===== config.mk =====
export PLATFORM = sky130hd
export DESIGN_NAME = lottery_draw_scheduler_core
export DESIGN_NICKNAME = d
export VERILOG_FILES = /design/src/rtl/lds_pkg.sv /design/src/rtl/lds_useq.sv /design/src/rtl/lds_datapath.sv /design/src/rtl/lottery_draw_scheduler_core.sv
export SDC_FILE = /design/constraint.sdc
export NUM_CORES = 1
export LEC_CHECK = 0
export BUFFER_PORTS_ARGS = -buffer_cell sky130_fd_sc_hd__buf_4
export CAP_MARGIN = 20
export CORE_MARGIN = 3
export CORE_UTILIZATION = 38
export CTS_BUF_LIST = sky130_fd_sc_hd__clkbuf_16
export DETAILED_ROUTE_END_ITERATION = 10
export GPL_ROUTABILITY_DRIVEN = 0
export PLACE_DENSITY_LB_ADDON = 0.15
export SETUP_SLACK_MARGIN = 0.02
export SLEW_MARGIN = 25
export SYNTH_ARGS = -nofsm -noshare
export SYNTH_HDL_FRONTEND = slang
export SYNTH_SLANG_ARGS = --single-unit

===== constraint.sdc =====
create_clock -name clk -period 10.8 [get_ports clk]
set_input_delay 0.54 -clock clk [delete_from_list [all_inputs] [get_ports clk]]
set_output_delay 0.54 -clock clk [all_outputs]
set_load 0.02 [all_outputs]

===== src/rtl/lds_pkg.sv =====
// Shared types, constants and microcode ROM for the lottery draw scheduler.
package lds_pkg;

    localparam int DEF_NUM_ENTRIES = 8;
    localparam int DEF_TICKET_BITS = 16;

    localparam int OPCODE_W  = 2;
    localparam int ENTRY_W   = 3;
    localparam int TICKETS_W = 16;
    localparam int EXCL_W    = 4;
    localparam int RND_W     = 31;
    localparam int RND_CNT_W = $clog2(RND_W);
    localparam int WIN_W     = 3;
    localparam int TOTAL_W   = 19;
    localparam int IN_W      = 56;
    localparam int OUT_W     = 24;

    localparam logic [OPCODE_W-1:0] OP_LOAD   = 2'd0;
    localparam logic [OPCODE_W-1:0] OP_FINISH = 2'd1;
    localparam logic [OPCODE_W-1:0] OP_DRAW   = 2'd2;

    localparam int STEP_W = 4;
    typedef logic [STEP_W-1:0] step_t;

    localparam step_t STEP_IDLE      = 4'd0;
    localparam step_t STEP_DECODE    = 4'd1;
    localparam step_t STEP_SUM       = 4'd2;
    localparam step_t STEP_DIV_INIT  = 4'd3;
    localparam step_t STEP_DIV       = 4'd4;
    localparam step_t STEP_WALK_INIT = 4'd5;
    localparam step_t STEP_WALK      = 4'd6;
    localparam step_t STEP_REPORT    = 4'd7;
    localparam step_t STEP_DONE      = 4'd8;
    localparam step_t STEP_WRITE     = 4'd9;

    typedef enum logic [3:0] {
        UOP_NOP,
        UOP_CAPTURE,
        UOP_CLEAR,
        UOP_SUM,
        UOP_DIV_INIT,
        UOP_DIV,
        UOP_WALK_INIT,
        UOP_WALK,
        UOP_REPORT,
        UOP_WRITE
    } uop_t;

    typedef enum logic [2:0] {
        COND_NEVER,
        COND_ALWAYS,
        COND_NO_VALID,
        COND_NOT_DRAW,
        COND_NOT_LAST,
        COND_SUM_ZERO,
        COND_BITS_LEFT,
        COND_OUT_BUSY
    } cond_t;

    typedef struct packed {
        uop_t  uop;
        cond_t cond;
        step_t target;
    } ctrl_t;

    typedef struct packed {
        logic in_valid;
        logic is_draw;
        logic last_entry;
        logic sum_zero;
        logic bits_left;
        logic out_busy;
    } stat_t;

    function automatic ctrl_t ucode_rom(input step_t step);
        ctrl_t w;
        case (step)
            STEP_IDLE:      w = '{UOP_CAPTURE,   COND_NO_VALID,  STEP_IDLE};
            STEP_DECODE:    w = '{UOP_CLEAR,     COND_NOT_DRAW,  STEP_WRITE};
            STEP_SUM:       w = '{UOP_SUM,       COND_NOT_LAST,  STEP_SUM};
            STEP_DIV_INIT:  w = '{UOP_DIV_INIT,  COND_SUM_ZERO,  STEP_REPORT};
            STEP_DIV:       w = '{UOP_DIV,       COND_BITS_LEFT, STEP_DIV};
            STEP_WALK_INIT: w = '{UOP_WALK_INIT, COND_NEVER,     STEP_IDLE};
            STEP_WALK:      w = '{UOP_WALK,      COND_NOT_LAST,  STEP_WALK};
            STEP_REPORT:    w = '{UOP_REPORT,    COND_OUT_BUSY,  STEP_REPORT};
            STEP_DONE:      w = '{UOP_NOP,       COND_ALWAYS,    STEP_IDLE};
            STEP_WRITE:     w = '{UOP_WRITE,     COND_ALWAYS,    STEP_REPORT};
            default:        w = '{UOP_NOP,       COND_ALWAYS,    STEP_IDLE};
        endcase
        return w;
    endfunction

endpackage


===== src/rtl/lds_useq.sv =====
// Microcode sequencer: step counter, control ROM and conditional jumps.
module lds_useq
    import lds_pkg::*;
(
    input  logic  clk,
    input  logic  rst_n,
    input  stat_t stat,
    output ctrl_t ctrl
);

    step_t pc_reg;
    step_t pc_next;
    logic  take;

    assign ctrl = ucode_rom(pc_reg);

    always_comb
    begin
        case (ctrl.cond)
            COND_NEVER:     take = 1'b0;
            COND_ALWAYS:    take = 1'b1;
            COND_NO_VALID:  take = !stat.in_valid;
            COND_NOT_DRAW:  take = !stat.is_draw;
            COND_NOT_LAST:  take = !stat.last_entry;
            COND_SUM_ZERO:  take = stat.sum_zero;
            COND_BITS_LEFT: take = stat.bits_left;
            COND_OUT_BUSY:  take = stat.out_busy;
            default:        take = 1'b1;
        endcase
        pc_next = take ? ctrl.target : pc_reg + step_t'(1);
    end

    always_ff @(posedge clk or negedge rst_n)
    begin
        if (!rst_n)
        begin
            pc_reg <= STEP_IDLE;
        end
        else
        begin
            pc_reg <= pc_next;
        end
    end

endmodule


===== src/rtl/lds_datapath.sv =====
// Datapath: ticket table, finished marks, sum, serial modulo, walk and output register.
module lds_datapath
    import lds_pkg::*;
#(
    parameter int NUM_ENTRIES = DEF_NUM_ENTRIES,
    parameter int TICKET_BITS = DEF_TICKET_BITS
)
(
    input  logic             clk,
    input  logic             rst_n,
    input  ctrl_t            ctrl,
    output stat_t            stat,
    input  logic             s_axis_tvalid,
    output logic             s_axis_tready,
    input  logic [IN_W-1:0]  s_axis_tdata,
    output logic             m_axis_tvalid,
    input  logic             m_axis_tready,
    output logic [OUT_W-1:0] m_axis_tdata
);

    localparam int IDX_W = $clog2(NUM_ENTRIES);
    localparam int SUM_W = TICKET_BITS + IDX_W;

    logic [OPCODE_W-1:0]    op_reg, op_next;
    logic [ENTRY_W-1:0]     entry_reg, entry_next;
    logic [TICKETS_W-1:0]   tick_in_reg, tick_in_next;
    logic [EXCL_W-1:0]      excl_reg, excl_next;
    logic [RND_W-1:0]       div_reg, div_next;
    logic [TICKET_BITS-1:0] ticket_reg [NUM_ENTRIES];
    logic [TICKET_BITS-1:0] ticket_next [NUM_ENTRIES];
    logic [NUM_ENTRIES-1:0] fin_reg, fin_next;
    logic [IDX_W-1:0]       idx_reg, idx_next;
    logic [SUM_W-1:0]       sum_reg, sum_next;
    logic [SUM_W-1:0]       rem_reg, rem_next;
    logic [SUM_W-1:0]       cum_reg, cum_next;
    logic [RND_CNT_W-1:0]   bit_reg, bit_next;
    logic [IDX_W-1:0]       win_reg, win_next;
    logic                   found_reg, found_next;
    logic                   out_valid_reg, out_valid_next;
    logic [OUT_W-1:0]       out_data_reg, out_data_next;

    logic                   elig;
    logic [SUM_W-1:0]       cur_tickets;
    logic [SUM_W:0]         trial;
    logic [SUM_W-1:0]       cum_add;
    logic                   accept;
    logic                   entry_ok;

    assign s_axis_tready = (ctrl.uop == UOP_CAPTURE);
    assign accept        = s_axis_tvalid && s_axis_tready;
    assign m_axis_tvalid = out_valid_reg;
    assign m_axis_tdata  = out_data_reg;

    assign elig        = !fin_reg[idx_reg] && (32'(excl_reg) != 32'(idx_reg));
    assign cur_tickets = elig ? SUM_W'(ticket_reg[idx_reg]) : '0;
    assign trial       = {rem_reg, div_reg[RND_W-1]};
    assign cum_add     = cum_reg + cur_tickets;
    assign entry_ok    = 32'(entry_reg) < NUM_ENTRIES;

    always_comb
    begin
        stat.in_valid   = s_axis_tvalid;
        stat.is_draw    = (op_reg == OP_DRAW);
        stat.last_entry = (idx_reg == IDX_W'(NUM_ENTRIES - 1));
        stat.sum_zero   = (sum_reg == '0);
        stat.bits_left  = (bit_reg != '0);
        stat.out_busy   = out_valid_reg && !m_axis_tready;
    end

    always_comb
    begin
        op_next        = op_reg;
        entry_next     = entry_reg;
        tick_in_next   = tick_in_reg;
        excl_next      = excl_reg;
        div_next       = div_reg;
        ticket_next    = ticket_reg;
        fin_next       = fin_reg;
        idx_next       = idx_reg;
        sum_next       = sum_reg;
        rem_next       = rem_reg;
        cum_next       = cum_reg;
        bit_next       = bit_reg;
        win_next       = win_reg;
        found_next     = found_reg;
        out_data_next  = out_data_reg;
        out_valid_next = out_valid_reg && !m_axis_tready;
        case (ctrl.uop)
            UOP_CAPTURE:
            begin
                if (accept)
                begin
                    op_next      = s_axis_tdata[1:0];
                    entry_next   = s_axis_tdata[4:2];
                    tick_in_next = s_axis_tdata[20:5];
                    excl_next    = s_axis_tdata[24:21];
                    div_next     = s_axis_tdata[55:25];
                end
            end
            UOP_CLEAR:
            begin
                sum_next   = '0;
                idx_next   = '0;
                win_next   = '0;
                found_next = 1'b0;
            end
            UOP_SUM:
            begin
                sum_next = sum_reg + cur_tickets;
                idx_next = idx_reg + IDX_W'(1);
            end
            UOP_DIV_INIT:
            begin
                rem_next = '0;
                bit_next = RND_CNT_W'(RND_W - 1);
            end
            UOP_DIV:
            begin
                if (trial >= {1'b0, sum_reg})
                begin
                    rem_next = SUM_W'(trial - {1'b0, sum_reg});
                end
                else
                begin
                    rem_next = trial[SUM_W-1:0];
                end
                div_next = {div_reg[RND_W-2:0], 1'b0};
                bit_next = bit_reg - RND_CNT_W'(1);
            end
            UOP_WALK_INIT:
            begin
                cum_next = '0;
                idx_next = '0;
            end
            UOP_WALK:
            begin
                cum_next = cum_add;
                if (!found_reg && elig && (rem_reg < cum_add))
                begin
                    win_next   = idx_reg;
                    found_next = 1'b1;
                end
                idx_next = idx_reg + IDX_W'(1);
            end
            UOP_REPORT:
            begin
                if (!stat.out_busy)
                begin
                    out_valid_next = 1'b1;
                    out_data_next  = {&fin_reg, TOTAL_W'(sum_reg), found_reg,
                                      WIN_W'(win_reg)};
                end
            end
            UOP_WRITE:
            begin
                case (op_reg)
                    OP_LOAD:
                    begin
                        if (entry_ok)
                        begin
                            ticket_next[IDX_W'(entry_reg)] = TICKET_BITS'(tick_in_reg);
                        end
                    end
                    OP_FINISH:
                    begin
                        if (entry_ok)
                        begin
                            fin_next[IDX_W'(entry_reg)] = 1'b1;
                        end
                    end
                    default:
                    begin
                    end
                endcase
            end
            default:
            begin
            end
        endcase
    end

    always_ff @(posedge clk or negedge rst_n)
    begin
        if (!rst_n)
        begin
            for (int i = 0; i < NUM_ENTRIES; i++)
            begin
                ticket_reg[i] <= '0;
            end
            fin_reg       <= '0;
            out_valid_reg <= 1'b0;
            found_reg     <= 1'b0;
        end
        else
        begin
            ticket_reg    <= ticket_next;
            fin_reg       <= fin_next;
            out_valid_reg <= out_valid_next;
            found_reg     <= found_next;
        end
    end

    always_ff @(posedge clk)
    begin
        op_reg       <= op_next;
        entry_reg    <= entry_next;
        tick_in_reg  <= tick_in_next;
        excl_reg     <= excl_next;
        div_reg      <= div_next;
        idx_reg      <= idx_next;
        sum_reg      <= sum_next;
        rem_reg      <= rem_next;
        cum_reg      <= cum_next;
        bit_reg      <= bit_next;
        win_reg      <= win_next;
        out_data_reg <= out_data_next;
    end

endmodule


===== src/rtl/lottery_draw_scheduler_core.sv =====
// Top level of the lottery draw scheduler: sequencer, datapath and checks.
//
// Usage: one item enters on the s_axis channel and exactly one result item
// leaves on the m_axis channel for it, in order. Opcode load sets an entry's
// ticket count, finish marks an entry done, draw picks a winner among the
// entries that are not finished and not excluded, with probability in
// proportion to their tickets, using the supplied random value.
// Every result also reports whether all entries are finished.
// From accept to the result on m_axis, load, finish and unused opcodes pass
// the decode, write and report steps; a draw passes decode, a sum walk over
// the table, a bit-serial modulo over the 31-bit random value, a second walk
// that picks the winner, and report. A draw with no eligible tickets goes
// from the sum walk straight to report, skipping the modulo and second walk.
// After a result is loaded, the done step lies before the next item is taken.
// One item is worked on at a time; s_axis_tready is high only between items.
// The result sits in an output register; while m_axis_tready is low the
// block may still take the next item and holds the sequencer at the result
// step until the register frees up.
// Reset clears all ticket counts and finished marks at once.
module lottery_draw_scheduler_core
    import lds_pkg::*;
#(
    parameter int NUM_ENTRIES = DEF_NUM_ENTRIES,
    parameter int TICKET_BITS = DEF_TICKET_BITS
)
(
    input  logic             clk,
    input  logic             rst_n,
    input  logic             s_axis_tvalid,
    output logic             s_axis_tready,
    // opcode[1:0], entry_index[4:2], ticket_count[20:5], exclude_index[24:21],
    // random_value[55:25]
    input  logic [IN_W-1:0]  s_axis_tdata,
    output logic             m_axis_tvalid,
    input  logic             m_axis_tready,
    // winner_index[2:0], winner_valid[3], total_tickets[22:4], all_finished[23]
    output logic [OUT_W-1:0] m_axis_tdata
);

    ctrl_t ctrl;
    stat_t stat;

    lds_useq u_useq
    (
        .clk   (clk),
        .rst_n (rst_n),
        .stat  (stat),
        .ctrl  (ctrl)
    );

    lds_datapath #(
        .NUM_ENTRIES (NUM_ENTRIES),
        .TICKET_BITS (TICKET_BITS)
    ) u_datapath
    (
        .clk           (clk),
        .rst_n         (rst_n),
        .ctrl          (ctrl),
        .stat          (stat),
        .s_axis_tvalid (s_axis_tvalid),
        .s_axis_tready (s_axis_tready),
        .s_axis_tdata  (s_axis_tdata),
        .m_axis_tvalid (m_axis_tvalid),
        .m_axis_tready (m_axis_tready),
        .m_axis_tdata  (m_axis_tdata)
    );

`ifndef SYNTH
    a_busy_after_accept: assert property (@(posedge clk) disable iff (!rst_n)
        (s_axis_tvalid && s_axis_tready) |=> !s_axis_tready)
        else $error("input taken again right after accept");

    a_result_from_report: assert property (@(posedge clk) disable iff (!rst_n)
        $rose(m_axis_tvalid) |-> $past(ctrl.uop == UOP_REPORT))
        else $error("result appeared outside the report step");

    a_no_accept_on_result: assert property (@(posedge clk) disable iff (!rst_n)
        $rose(m_axis_tvalid) |-> !s_axis_tready)
        else $error("input ready in the cycle after a result was loaded");
`endif

endmodule


-- Yosys cells after proc, flatten, opt, wreduce, memory -nomap -nowiden
Memories as Yosys holds them, arrays and structs flattened.
Index checks and enable logic that the tools add are counted.
- latch bits: 0
- output and inout port bits: 26
- bits in writable memories: 0
- memories: 1
- bits in read-only memories: 176
- register bits after elaboration: 290
- multipliers: 0
- bitwise operators: 4
- add/sub/neg operators: 6
- muxes and demuxes: 26
- reductions and logical operators: 32
- eq/ne operators: 22
- shift-type cells: 0
- div/mod/pow operators: 0
- magnitude comparators: 8
- memories (memory ; depth ; bits a word ; rd ports ; clocked after memory_dff ; write ports ; line ; text):
    (no name shown) ; 16 ; 11 ; 1 ; 0 ; 0 ; lds_pkg.sv:77 ; case (step)
- operators with widths (cell ; number):
    $bwmux W128 ; 1
    $pmux W19 S2 ; 3
    $mux W16 ; 4
    $pmux W31 S2 ; 1
    $bmux W16 S3 ; 1
    $demux W16 S3 ; 1
    $add A19 B19 Y19 ; 2
    $mux W31 ; 1
    $ge A20 B19 Y1 ; 1
    $logic_not A19 Y1 ; 1
    $lt A19 B19 Y1 ; 1
    $mux W19 ; 1
    $sub A19 B19 Y19 ; 1
    $eq A4 B3 Y1 const B ; 4
    $eq A3 B3 Y1 const B ; 5
    $pmux W3 S2 ; 2
    $reduce_and A2 Y1 ; 6
    $reduce_bool A2 Y1 ; 6
    $pmux W5 S2 ; 1
    $eq A4 B2 Y1 const B ; 2
    $eq A4 B4 Y1 const B ; 2
    $ge A4 B4 Y1 const B ; 2
    $lt A3 B4 Y1 const B ; 2
    $not A3 Y4 ; 2
    29 further kinds ; 45

-- Depth between registers and ports, before layout
Gate-level depths: netlist of run 1.
- depth in word-level cells: 10
- gate-level depth with buffers: 25
- depth with buffers taken out: 22

-- By module
Synthesis of run 1 repeated with hierarchy kept, for this count alone.
- cell total of the unflattened synthesis: 1244
- area total of the unflattened synthesis: 15356.0 sq um
- modules (own cells, without submodules) (module ; area an instance (sq um) ; sequential area each (sq um) ; times used ; cells each):
    lds_datapath ; 14855.5 ; 7897.6 ; 1 ; 1188
    lds_useq ; 500.5 ; 100.1 ; 1 ; 56

-- Worst setup path after synthesis of run 1
OpenSTA, ideal clock, no wires.
- path type: register to register
- from: register u_datapath.idx_reg[0]
- to: register u_datapath.win_reg[0], enable pin
- buffers on the path: 3
- setup time: 301 ps
- period minus slack after synthesis: 5675 ps
- arrival time: 5374 ps
- path slack: 5125 ps
- cell stages (with the launch flop): 24
- path through: edfxtp_1 > clkbuf_1 > buf_1 > buf_1 > mux4_2 > mux2i_1 > nor2_1 > ha_1 > a31o_2 > a21o_1 > a221o_4 > a221oi_2 > nor2_1 > a2111oi_2 > a41oi_1 > and2_1 > ha_1 > nand4_1 > nor2_1 > a211oi_1 > nand2_1 > nor4_1 > o21a_1 > a21o_1
- word-level cells in the longest chain between the ends: 10
- elaborated cells between the ends (all ways): 16
- ends and longest elaborated chain (item ; line ; text):
    start: declaration ; lds_datapath.sv:32 ; logic [IDX_W-1:0] idx_reg, idx_next;
    start signal: assignment ; lds_datapath.sv:210 ; idx_reg <= idx_next;
    $not A3 Y4 (implied by the code) / $bmux W1 S3 (equally long branches) ; lds_datapath.sv:55, lds_datapath.sv:54 ;
    $bmux W16 S3 / $mux W1 (equally long branches) ; lds_datapath.sv:55, lds_datapath.sv:54 ;
    $mux W16 (implied by the code) / $logic_not A1 Y1 (equally long branches) ; lds_datapath.sv:55, lds_datapath.sv:54 ;
    $mux W16 (implied by the code) / $logic_and A1 B1 Y1 (equally long branches) ; lds_datapath.sv:55, lds_datapath.sv:54 ;
    $mux W16 ; lds_datapath.sv:55 ; assign cur_tickets = elig ? SUM_W'(ticket_reg[idx_reg]) : '0;
    $add A19 B19 Y19 ; lds_datapath.sv:57 ; assign cum_add = cum_reg + cur_tickets;
    $lt A19 B19 Y1 ; lds_datapath.sv:138 ; if (!found_reg && elig && (rem_reg < cum_add))
    $logic_and A1 B1 Y1 (*) ; lds_datapath.sv:138 ;
    $ne A2 B1 Y1 (no source line) (*) ; -- ;
    $reduce_and A2 Y1 (no source line) (*) ; -- ;
    end signal: assignment ; lds_datapath.sv:215 ; win_reg <= win_next;
    end: declaration ; lds_datapath.sv:37 ; logic [IDX_W-1:0] win_reg, win_next;
Mark *: on every way between the ends. The rest lies on a longest branch, timed or not. The select of a mux whose other input is x is not followed.
A chain may end at the register's enable or synchronous reset.

-- Worst setup path after layout of run 1
- from: register u_datapath.idx_reg[1]
- to: register u_datapath.win_reg[2], enable pin
The elaborated chain is that of the path after synthesis.

==> metrics.md, run 1 <==
| Metric | Value |
|---|---|
| Synth Flop Type | `edfxtp_1` |
| Post-Syn Nets | `about 1,400` |
| Top achievable clock speed | `approximately 160 MHz` |
| Ports | `86` |
| Starting DRT DRC Count | `just over 500` |
| Crit path largest cell delay | `approximately 570 ps` |
| Fill cells | `~3,600` |
| Die width | `around 200 um` |
| Slowest cell on the critical path | `mux4_2` |
| Minimum clock period | `around 6300 ps` |
| Vias per cell | `5.36` |
| Worst-path cell chain | `buf_4, mux4_2, a311o_2, and2_1, nor2_1, ha_1, a31o_2, a21o_1, a221o_4, a221oi_2, nor2_1, a2111oi_2, a41oi_1, and2_1, ha_1, nand4_1, nor2_1, a211oi_1, nand2_1, nor4_1, o21a_1, a21o_1` |
| Core region area | `approximately 0.039 mm^2` |
| EDFF count, synth | `around 150` |
| Synth top area share | `0.292` |
| Setup TNS | `0 ps` |
| Final Non-Filler Cells | `between 1,500 and 2,000` |
| Final Hold Slack | `164 ps` |
| Req. time, crit path | `11,040 ps` |
| Slew headroom | `0.320` |
| #FFs+latches synth | `290` |
| Clock transition at path regs | `approximately 60 ps` |
| Ant. Diodes | `0` |
| Most frequent cells in the layout | `edfxtp_1, dfrtp_1, nand2_1` |
| Run status | `finished clean` |
| DRT Wirelength | `37.7 mm` |
| CTS tree | `yes` |
| RSZ-0062 raised after global routing | `no` |
| PortBufs | `85` |
| Vias in the first global route | `roughly 10,000` |
| Post-Syn Area | `about 0.015 mm^2` |
| Commonest non-fill, non-tap cell in the layout | `edfxtp_1` |
| Skew final | `roughly 18 ps` |
| Initial antenna violation count | `0` |
| P&R area growth vs syn | `15.5%` |
| Syn_area_per_cell | `between 10 and 15 um^2` |
| CTS resizes | `0` |
| Root buffer cell | `clkbuf_16` |
| DR vias | `between 10,000 and 15,000` |
| YS warnings | `0` |
| Unique masters post-synth | `75` |
| Largest area contributor in the netlist | `edfxtp_1` |
| Leakage | `~7.7 nW` |
| CP Class | `reg2reg` |
| Max reg flops | `between 100 and 150` |
| Die Height | `206 um` |
| Remaining global-route overflow | `0` |
| Dpl cell area | `between 0.015 and 0.02 mm^2` |
| WL/cell | `about 20 um` |
| Nets@finish | `roughly 1,500` |
| Layout cells sized above 1 | `0.254` |
| Gr usage total | `0.182` |
| CTS buffer count | `35` |
| PnR worst setup slack | `roughly 4500 ps` |
| CP Launch Type | `flop` |
| MaxCap Viol Count | `0` |
| Initial core utilization | `0.389` |
| CP arrival | `between 6000 and 7000 ps` |
| WP buf/inv | `1` |
| Synth area leaders | `edfxtp_1, dfrtp_1, mux2_2` |
| Worst-Margin Slew | `approximately 1000 ps` |
| Max-slew violation count | `0` |
| Worst Hold Class | `in2reg` |
| Total power | `~5.0 mW` |
| Crit path top cell by count | `nor2_1` |
| Placed cells | `1,803` |
| Dpl ws | `around 4400 ps` |
| DRC errors left | `0` |
| Tcrit/Tclk final | `0.584` |
| Deepest clock path buffer count | `3` |
| Largest net degree at the start of global routing | `75` |
| CTS Sinks | `290` |
| Global-route wire length before repair | `a little under 60 mm` |
| Setup Viol. Count Final | `0` |
| Final Core Density | `0.449` |
| VDD IR max | `0.000136 V` |
| CP Capture Type | `flop` |
| PwrDens | `~280 mW/mm^2` |
| Die Area | `roughly 0.042 mm^2` |
| ANT nets after route | `0` |
| Fin. Hold Viols | `0` |
| Post-DP HPWL | `26.0 mm` |
| CP top delay family | `compound AO/OA/AOI/OAI gates` |
| Htree depth | `2` |
| Final Cell Area | `0.0175 mm^2` |
| Syn Inst Count | `between 1,000 and 1,500` |
| Async SR Flop Fraction | `0.490` |
| CP Max Fanout | `37` |
| Clk Latency, worst-skew pair | `about 550 ps` |
| DR pass1 iterations | `4` |
| Row cnt | `72` |
| Register area share after synthesis | `0.526` |
[cell type report]
type / instances / area [um^2] / area share
flip-flops and latches: 290 / 8000 / 0.456
well taps: 518 / 648 / 0.0369
clock buffers: 36 / 901 / 0.0513
clock inverters: 28 / 205 / 0.0117
repair buffers: 102 / 776 / 0.0442
inverters: 38 / 143 / 0.00813
multi-input cells: 856 / 6870 / 0.392
[repair_timing]
| action | in CTS | in global routing |
|---|---|---|
| hold buffers | 1 | 0 |
| buffers inserted | 0 | 0 |
| hold endpoints to repair | 24 | 0 |
[power by group]
| group | switching [mW] | internal, mW |
|---|---|---|
| Clock | 0.482 | 0.638 |
| Sequential | 0.273 | 1.58 |
| Combinational | 1.23 | 0.790 |
[layer usage]
metal / vias up / global-route usage / wire length [um]
met5: - / 0 / 0
met4: 0 / 0.0468 / 824
met3: 48 / 0.0317 / 1550
met2: 203 / 0.301 / 18200
met1: 5005 / 0.248 / 17100
li1: 4750 / - / -
[worst register-to-register path, stage by stage (launching register included)]
cell and delay [ps]:
edfxtp_1 320, buf_4 480, mux4_2 600, a311o_2 420, and2_1 420, nor2_1 260
ha_1 330, a31o_2 260, a21o_1 180, a221o_4 380, a221oi_2 300, nor2_1 150
a2111oi_2 320, a41oi_1 90, and2_1 180, ha_1 300, nand4_1 120, nor2_1 70
a211oi_1 240, nand2_1 70, nor4_1 180, o21a_1 200, a21o_1 140
[Yosys cell counts (17+ instances only)]
cell type	instances
mux2_2	128
o21ai_0	22
nor2_1	95
mux2i_1	18
nand3_1	20
dfrtp_1	142
nand2_1	137
edfxtp_1	148
a21o_1	25
inv_1	38
xnor2_1	33
nor3_1	17
a21oi_1	51
ha_1	75
clkbuf_1	34
mux4_2	35
[logic make-up (layout without fill, tap and decap cells)]
logic type               Yosys count  count (layout)  share of synthesized area
AND/OR/NAND/NOR                  349             349                      0.104
flip-flops                       290             290                      0.526
AO/OA/AOI/OAI                    198             198                     0.0951
multiplexers                     182             182                      0.159
buffers and inverters             86             204                     0.0226
adder cells (fa/ha/maj)           78              78                     0.0644
XOR/XNOR                          49              49                     0.0282
[path summary, 6_finish.rpt]
path	start	endpoint	slack [ps]	cells past startpoint
worst max register to register	u_datapath.idx_reg[1]$_SDFFCE_PN0P_	u_datapath.win_reg[2]$_SDFFCE_PN0P_	4490	22
max in group asynchronous	rst_n	u_datapath.found_reg$_DFFE_PN0P_	9150	3
worst max-delay path	u_datapath.idx_reg[1]$_SDFFCE_PN0P_	u_datapath.win_reg[2]$_SDFFCE_PN0P_	4490	22
worst min-delay path	s_axis_tdata[8]	u_datapath.tick_in_reg[3]$_DFFE_PP_	160	1
min in group asynchronous	rst_n	u_datapath.ticket_reg[85]$_DFFE_PN0P_	560	2
worst min register to register	u_datapath.win_reg[2]$_SDFFCE_PN0P_	u_datapath.m_axis_tdata[2]$_DFFE_PP_	420	0
No activity file was read; power rests on OpenSTA's default activity.
==> run 2, diff against run 1 <==
==> constraint.sdc (replaced) <==
create_clock -name clk -period 5.4 [get_ports clk]
set_input_delay 0.27 -clock clk [delete_from_list [all_inputs] [get_ports clk]]
set_output_delay 0.27 -clock clk [all_outputs]
set_load 0.02 [all_outputs]
==> run 2 against run 1 <==
Critical path depth unchanged. Wire length grew 3.4%. Register-to-register slack lost 4300 ps. Combinational power rose by 120%. Global-route usage rose by 0.32 points.
==> metrics.md, run 2 (synthesis results as in run 1) <==
| Metric | Value |
|---|---|
| Pint | `around 6.3 mW` |
| WL/cell | `19.8 um` |
| DR vias | `roughly 10,000` |
| Run status | `finished clean` |
| Nets@finish | `approximately 1,600` |
| ANT nets after route | `0` |
| Vias in the first global route | `10,577` |
| PortBufs | `between 80 and 90` |
| CTS tree | `yes` |
| Post-DP HPWL | `roughly 27 mm` |
| VDD IR max | `roughly 0.00028 V` |
| Sw Ratio | `0.388` |
| Clock transition at path regs | `approximately 60 ps` |
| Die Area | `roughly 0.042 mm^2` |
| CP arrival | `around 5500 ps` |
| CP Class | `reg2reg` |
| Final Non-Filler Cells | `1,970` |
| Core region area | `0.0391 mm^2` |
| Commonest non-fill, non-tap cell in the layout | `edfxtp_1` |
| Starting DRT DRC Count | `between 500 and 600` |
| CTS buffer count | `35` |
| Max reg flops | `128` |
| Worst-Margin Slew | `1050 ps` |
| Sequential Power Share | `0.356` |
| Row cnt | `between 70 and 80` |
| Htree depth | `2` |
| DRC errors left | `0` |
| Initial antenna violation count | `0` |
| CP Launch Type | `flop` |
| Skew final | `about 19 ps` |
| Leakage | `between 8 and 9 nW` |
| Clk Latency, worst-skew pair | `around 540 ps` |
| Ant. Diodes | `0` |
| Dpl cell area | `between 0.015 and 0.02 mm^2` |
| Minimum clock period | `5230 ps` |
| Tcrit/Tclk final | `0.969` |
| DR pass1 iterations | `8` |
| PwrDens | `approximately 550 mW/mm^2` |
| CTS Sinks | `290` |
| Global-route wire length before repair | `60.4 mm` |
| NetSw | `approximately 4.0 mW` |
| Total power | `about 10 mW` |
| Combinational fraction of design power | `0.422` |
| DRT Wirelength | `~39 mm` |
| Placed cells | `around 1,800` |
| Max-slew violation count | `0` |
| Root buffer cell | `clkbuf_16` |
| Setup Viol. Count Final | `0` |
| Top achievable clock speed | `between 150 and 200 MHz` |
| P&R area growth vs syn | `23.2%` |
| Slew headroom | `0.293` |
| Worst Hold Class | `in2reg` |
| Largest net degree at the start of global routing | `95` |
| Final Cell Area | `about 0.019 mm^2` |
| Final Hold Slack | `36.8 ps` |
| Initial core utilization | `0.389` |
| RSZ-0062 raised after global routing | `yes` |
| MaxCap Viol Count | `0` |
| Die width | `slightly above 200 um` |
| Layout cells sized above 1 | `0.292` |
| CP Capture Type | `flop` |
| Most frequent cells in the layout | `edfxtp_1, buf_4, dfrtp_1` |
| Ports | `between 80 and 90` |
| Req. time, crit path | `around 5600 ps` |
| Clock power share | `0.223` |
| Fin. Hold Viols | `0` |
| CP Max Fanout | `4` |
| Die Height | `a little over 200 um` |
| Vias per cell | `~5.3` |
| Deepest clock path buffer count | `3` |
| Gr usage total | `0.185` |
| Remaining global-route overflow | `0` |
## run 2: cell count changes in the layout (fill, tap and decap cells not counted), sizes merged
| cell | change |
|---|---|
| clkinv | +1 |
| clkinvlp | -3 |
| buf | +52 |
| bufinv | +2 |
| inv | -2 |
| dlygate4sd3 | +52 |
## run 2: what timing repair did
action	in CTS	in global routing
buffers inserted	2	7
hold buffers	53	0
gates resized for setup	6	39
pin swaps	3	25
endpoints found under the hold margin	145	0
endpoints found under the setup margin	3	4
## run 2: final timing paths
| path | start | endpoint | slack, ps | cells after the start |
|---|---|---|---|---|
| setup / recovery | u_datapath.idx_reg[1]$_SDFFCE_PN0P_ | u_datapath.win_reg[0]$_SDFFCE_PN0P_ | 170 | 22 |
| hold / removal | s_axis_tdata[35] | u_datapath.div_reg[10]$_DFFE_PP_ | 40 | 3 |
| setup reg to reg | u_datapath.idx_reg[1]$_SDFFCE_PN0P_ | u_datapath.win_reg[0]$_SDFFCE_PN0P_ | 170 | 22 |
| hold reg to reg | u_datapath.win_reg[2]$_SDFFCE_PN0P_ | u_datapath.m_axis_tdata[2]$_DFFE_PP_ | 460 | 0 |
| max in group asynchronous | rst_n | u_datapath.found_reg$_DFFE_PN0P_ | 3810 | 3 |
| min in group asynchronous | rst_n | u_datapath.ticket_reg[53]$_DFFE_PN0P_ | 390 | 2 |
## run 2: final cells by class
cell class                      count  area, um^2
Sequential cell                   290        8000
Tap cell                          518         648
Clock inverter                     26         218
Inverter                           38         143
Fill cell                        3578       20400
Clock buffer                       36         901
Multi-Input combinational cell    856        7090
Timing Repair Buffer              206        1720
## run 2: power by group through the flow
stage	Combinational, mW	Sequential (mW)	Clock [mW]
floorplan	3.07	3.46	0
global placement	4.19	3.71	0
detailed placement	4.21	3.72	0
CTS	4.28	3.68	2.38
global route	4.86	3.77	2.48
finish	4.37	3.69	2.31
## run 2: metrics by stage
stage          utilization  worst slack, ps  TNS, ps
2_1_floorplan            -             35.9        0
3_3_place_gp         0.429             12.0        0
3_5_place_dp         0.429            -58.1     -174
4_1_cts              0.472             27.1        0
5_1_grt              0.479             -110     -303
6_report             0.479              167        0
## run 2: critical path: stages, from the launching register on
cell	delay [ps]
edfxtp_1	430
mux4_2	530
a311o_2	330
and2_4	180
nor2_4	140
ha_4	230
a31o_4	210
a21o_1	160
a221o_4	390
a221oi_4	330
buf_4	170
o31ai_2	50
a21o_1	200
a41oi_2	160
and2_4	180
ha_4	190
nand4_1	110
nor2_2	60
a211oi_2	190
nand2_1	90
nor4_2	270
o21a_1	200
a21o_1	150
## run 2: layer usage
layer,track usage,up-vias,routed length (um)
li1,-,4956,-
met1,0.241,5243,17200
met2,0.313,183,19200
met3,0.0284,65,1370
met4,0.0686,0,1240
met5,0,-,0
==> run 3, diff against run 2 <==
--- a/config.mk
+++ b/config.mk
@@ -7,6 +7,8 @@
 export LEC_CHECK = 0
 export BUFFER_PORTS_ARGS = -buffer_cell sky130_fd_sc_hd__buf_4
 export CAP_MARGIN = 20
+export CELL_PAD_IN_SITES_DETAIL_PLACEMENT = 0
+export CELL_PAD_IN_SITES_GLOBAL_PLACEMENT = 1
 export CORE_MARGIN = 3
 export CORE_UTILIZATION = 38
 export CTS_BUF_LIST = sky130_fd_sc_hd__clkbuf_16
@@ -14,7 +16,6 @@
 export GPL_ROUTABILITY_DRIVEN = 0
 export PLACE_DENSITY_LB_ADDON = 0.15
 export SETUP_SLACK_MARGIN = 0.02
-export SLEW_MARGIN = 25
 export SYNTH_ARGS = -nofsm -noshare
 export SYNTH_HDL_FRONTEND = slang
 export SYNTH_SLANG_ARGS = --single-unit
==> run 3 against run 2 <==
Clock power decreased by 4%. Maximum frequency decreased by 0.60%. Sequential cell count unchanged. Setup slack got worse by 32 ps. First-iteration DRC count decreased by 11%. Clock skew increased by 4.2 ps. Critical endpoint is now u_datapath.win_reg[1]$_SDFFCE_PN0P_. Largest cell class unchanged.
==> metrics.md, run 3 (synthesis results as in run 1) <==
| Metric | Value |
|---|---|
| Die Area | `around 0.042 mm^2` |
| WP buf/inv | `0` |
| Worst-Margin Slew | `approximately 1100 ps` |
| Die width | `206 um` |
| Vias in the first global route | `~11,000` |
| PnR worst setup slack | `~140 ps` |
| Starting DRT DRC Count | `460` |
| P&R area growth vs syn | `22.1%` |
| Top achievable clock speed | `between 150 and 200 MHz` |
| Slowest cell on the critical path | `mux4_2` |
| Most frequent cells in the layout | `edfxtp_1, buf_4, dfrtp_1` |
| Slew headroom | `0.295` |
| Fin. Hold Viols | `0` |
| RSZ-0062 raised after global routing | `yes` |
| DRT Wirelength | `approximately 40 mm` |
| Ports | `86` |
| Clock power share | `0.217` |
| Setup Viol. Count Final | `0` |
| R2r setup slk | `about 140 ps` |
| PwrDens | `~550 mW/mm^2` |
| NetSw | `approximately 4 mW` |
| Remaining global-route overflow | `0` |
| CP Class | `reg2reg` |
| CP Max Fanout | `3` |
| Row cnt | `72` |
| ANT nets after route | `0` |
| Total power | `just over 10 mW` |
| WL/cell | `about 20 um` |
| Sw Ratio | `0.391` |
| Htree depth | `2` |
| Ant. Diodes | `0` |
| Vias per cell | `approximately 5.2` |
| VDD IR max | `about 0.00027 V` |
| Initial antenna violation count | `0` |
| Dpl cell area | `between 0.015 and 0.02 mm^2` |
| Combinational fraction of design power | `0.421` |
| Final Cell Area | `between 0.015 and 0.02 mm^2` |
| DR vias | `just over 10,000` |
| Deepest clock path buffer count | `3` |
| CP Launch Type | `flop` |
| Crit path largest cell delay | `~520 ps` |
| Worst Hold Class | `in2reg` |
| Max reg flops | `approximately 130` |
| Clk Latency, worst-skew pair | `roughly 550 ps` |
| Max-slew violation count | `0` |
| Req. time, crit path | `5640 ps` |
| Initial core utilization | `0.389` |
| Pint | `6.21 mW` |
| Largest net degree at the start of global routing | `97` |
| Root buffer cell | `clkbuf_16` |
| Nets@finish | `1,562` |
| Clock transition at path regs | `about 60 ps` |
| MaxCap Viol Count | `0` |
| Global-route wire length before repair | `roughly 61 mm` |
| CTS buffer count | `35` |
| Skew final | `approximately 23 ps` |
| Run status | `finished clean` |
| Die Height | `a little over 200 um` |
| CP arrival | `between 5000 and 6000 ps` |
| CP Capture Type | `flop` |
| Core region area | `approximately 0.039 mm^2` |
| Commonest non-fill, non-tap cell in the layout | `edfxtp_1` |
| Gr usage total | `0.189` |
| Minimum clock period | `between 5000 and 6000 ps` |
| PortBufs | `85` |
| Leakage | `8.23 nW` |
| DRC errors left | `0` |
| Layout cells sized above 1 | `0.276` |
| Post-DP HPWL | `27.2 mm` |
| Final Core Density | `0.475` |
| DR pass1 iterations | `5` |
| Sequential Power Share | `0.361` |
| CTS tree | `yes` |
| Dpl ws | `-21.8 ps` |
| Tcrit/Tclk final | `0.975` |
| CTS Sinks | `between 200 and 300` |
| Worst-path cell chain | `mux4_2, a311o_2, and2_4, nor2_4, ha_4, a31o_2, a21o_1, a221o_4, a221oi_4, nor2_2, a2111oi_4, a41oi_2, and2_1, ha_1, nand4_1, nor2_2, a211oi_2, nand2_1, nor4_2, o21a_1, a21o_1` |
| CP top delay family | `compound AO/OA/AOI/OAI gates` |
## run 3: timing repair
| item | in CTS | in global routing |
|---|---|---|
| hold buffers | 57 | 0 |
| pin swaps | 1 | 16 |
| gates cloned | 0 | 0 |
| setup endpoints to repair | 3 | 4 |
| gates resized for setup | 3 | 24 |
| buffers inserted | 0 | 4 |
| endpoints found under the hold margin | 151 | 0 |
## run 3: cell type report
| class | instances | area [um^2] |
|---|---|---|
| fillers | 3619 | 20500 |
| flip-flops and latches | 290 | 8000 |
| multi-input cells | 856 | 7010 |
| repair buffers | 205 | 1700 |
| clock buffers | 35 | 876 |
| well taps | 518 | 648 |
| clock inverters | 27 | 185 |
| inverters | 38 | 143 |
## run 3: path summary, 6_finish.rpt
| kind | from | to | cells after the start |
|---|---|---|---|
| max | u_datapath.idx_reg[1]$_SDFFCE_PN0P_ | u_datapath.win_reg[1]$_SDFFCE_PN0P_ | 21 |
| min | m_axis_tready | u_datapath.m_axis_tvalid$_DFF_PN0_ | 3 |
| max reg2reg | u_datapath.idx_reg[1]$_SDFFCE_PN0P_ | u_datapath.win_reg[1]$_SDFFCE_PN0P_ | 21 |
| min reg2reg | u_datapath.win_reg[0]$_SDFFCE_PN0P_ | u_datapath.m_axis_tdata[0]$_DFFE_PP_ | 0 |
| max in group asynchronous | rst_n | u_datapath.ticket_reg[64]$_DFFE_PN0P_ | 3 |
| min in group asynchronous | rst_n | u_datapath.ticket_reg[47]$_DFFE_PN0P_ | 2 |
## run 3: power by group through the flow
stage	combinational (mW)	sequential [mW]	clock (mW)
after floorplan	3.07	3.46	0
after global placement	4.21	3.71	0
after detailed placement	4.22	3.72	0
after CTS	4.28	3.68	2.29
after global routing	4.81	3.76	2.37
final	4.29	3.69	2.22
## run 3: routing by layer
metal  GRT usage  wire, um  share of wire  up-vias
met5           0         0              0        -
met4      0.0625      1120          0.028        0
met3      0.0255      1200          0.030       49
met2       0.320     19400           0.49      150
met1       0.250     17800           0.45     5150
li1            -         -              -     4946
## run 3: per-stage QoR
step / hold slack, ps / setup TNS [ps] / std cells
3_3_place_gp: 424 / 0 / 1845
5_1_grt: 56.8 / -332 / 1969
3_5_place_dp: 422 / -65.2 / 1845
2_1_floorplan: -25.6 / 0 / 1232
6_report: 50.5 / 0 / 1969
4_1_cts: 24.1 / 0 / 1964
## run 3: worst min-delay path, stage by stage
cell and delay [ps]:
buf_4 80, nand2b_1 140, nand2_1 60
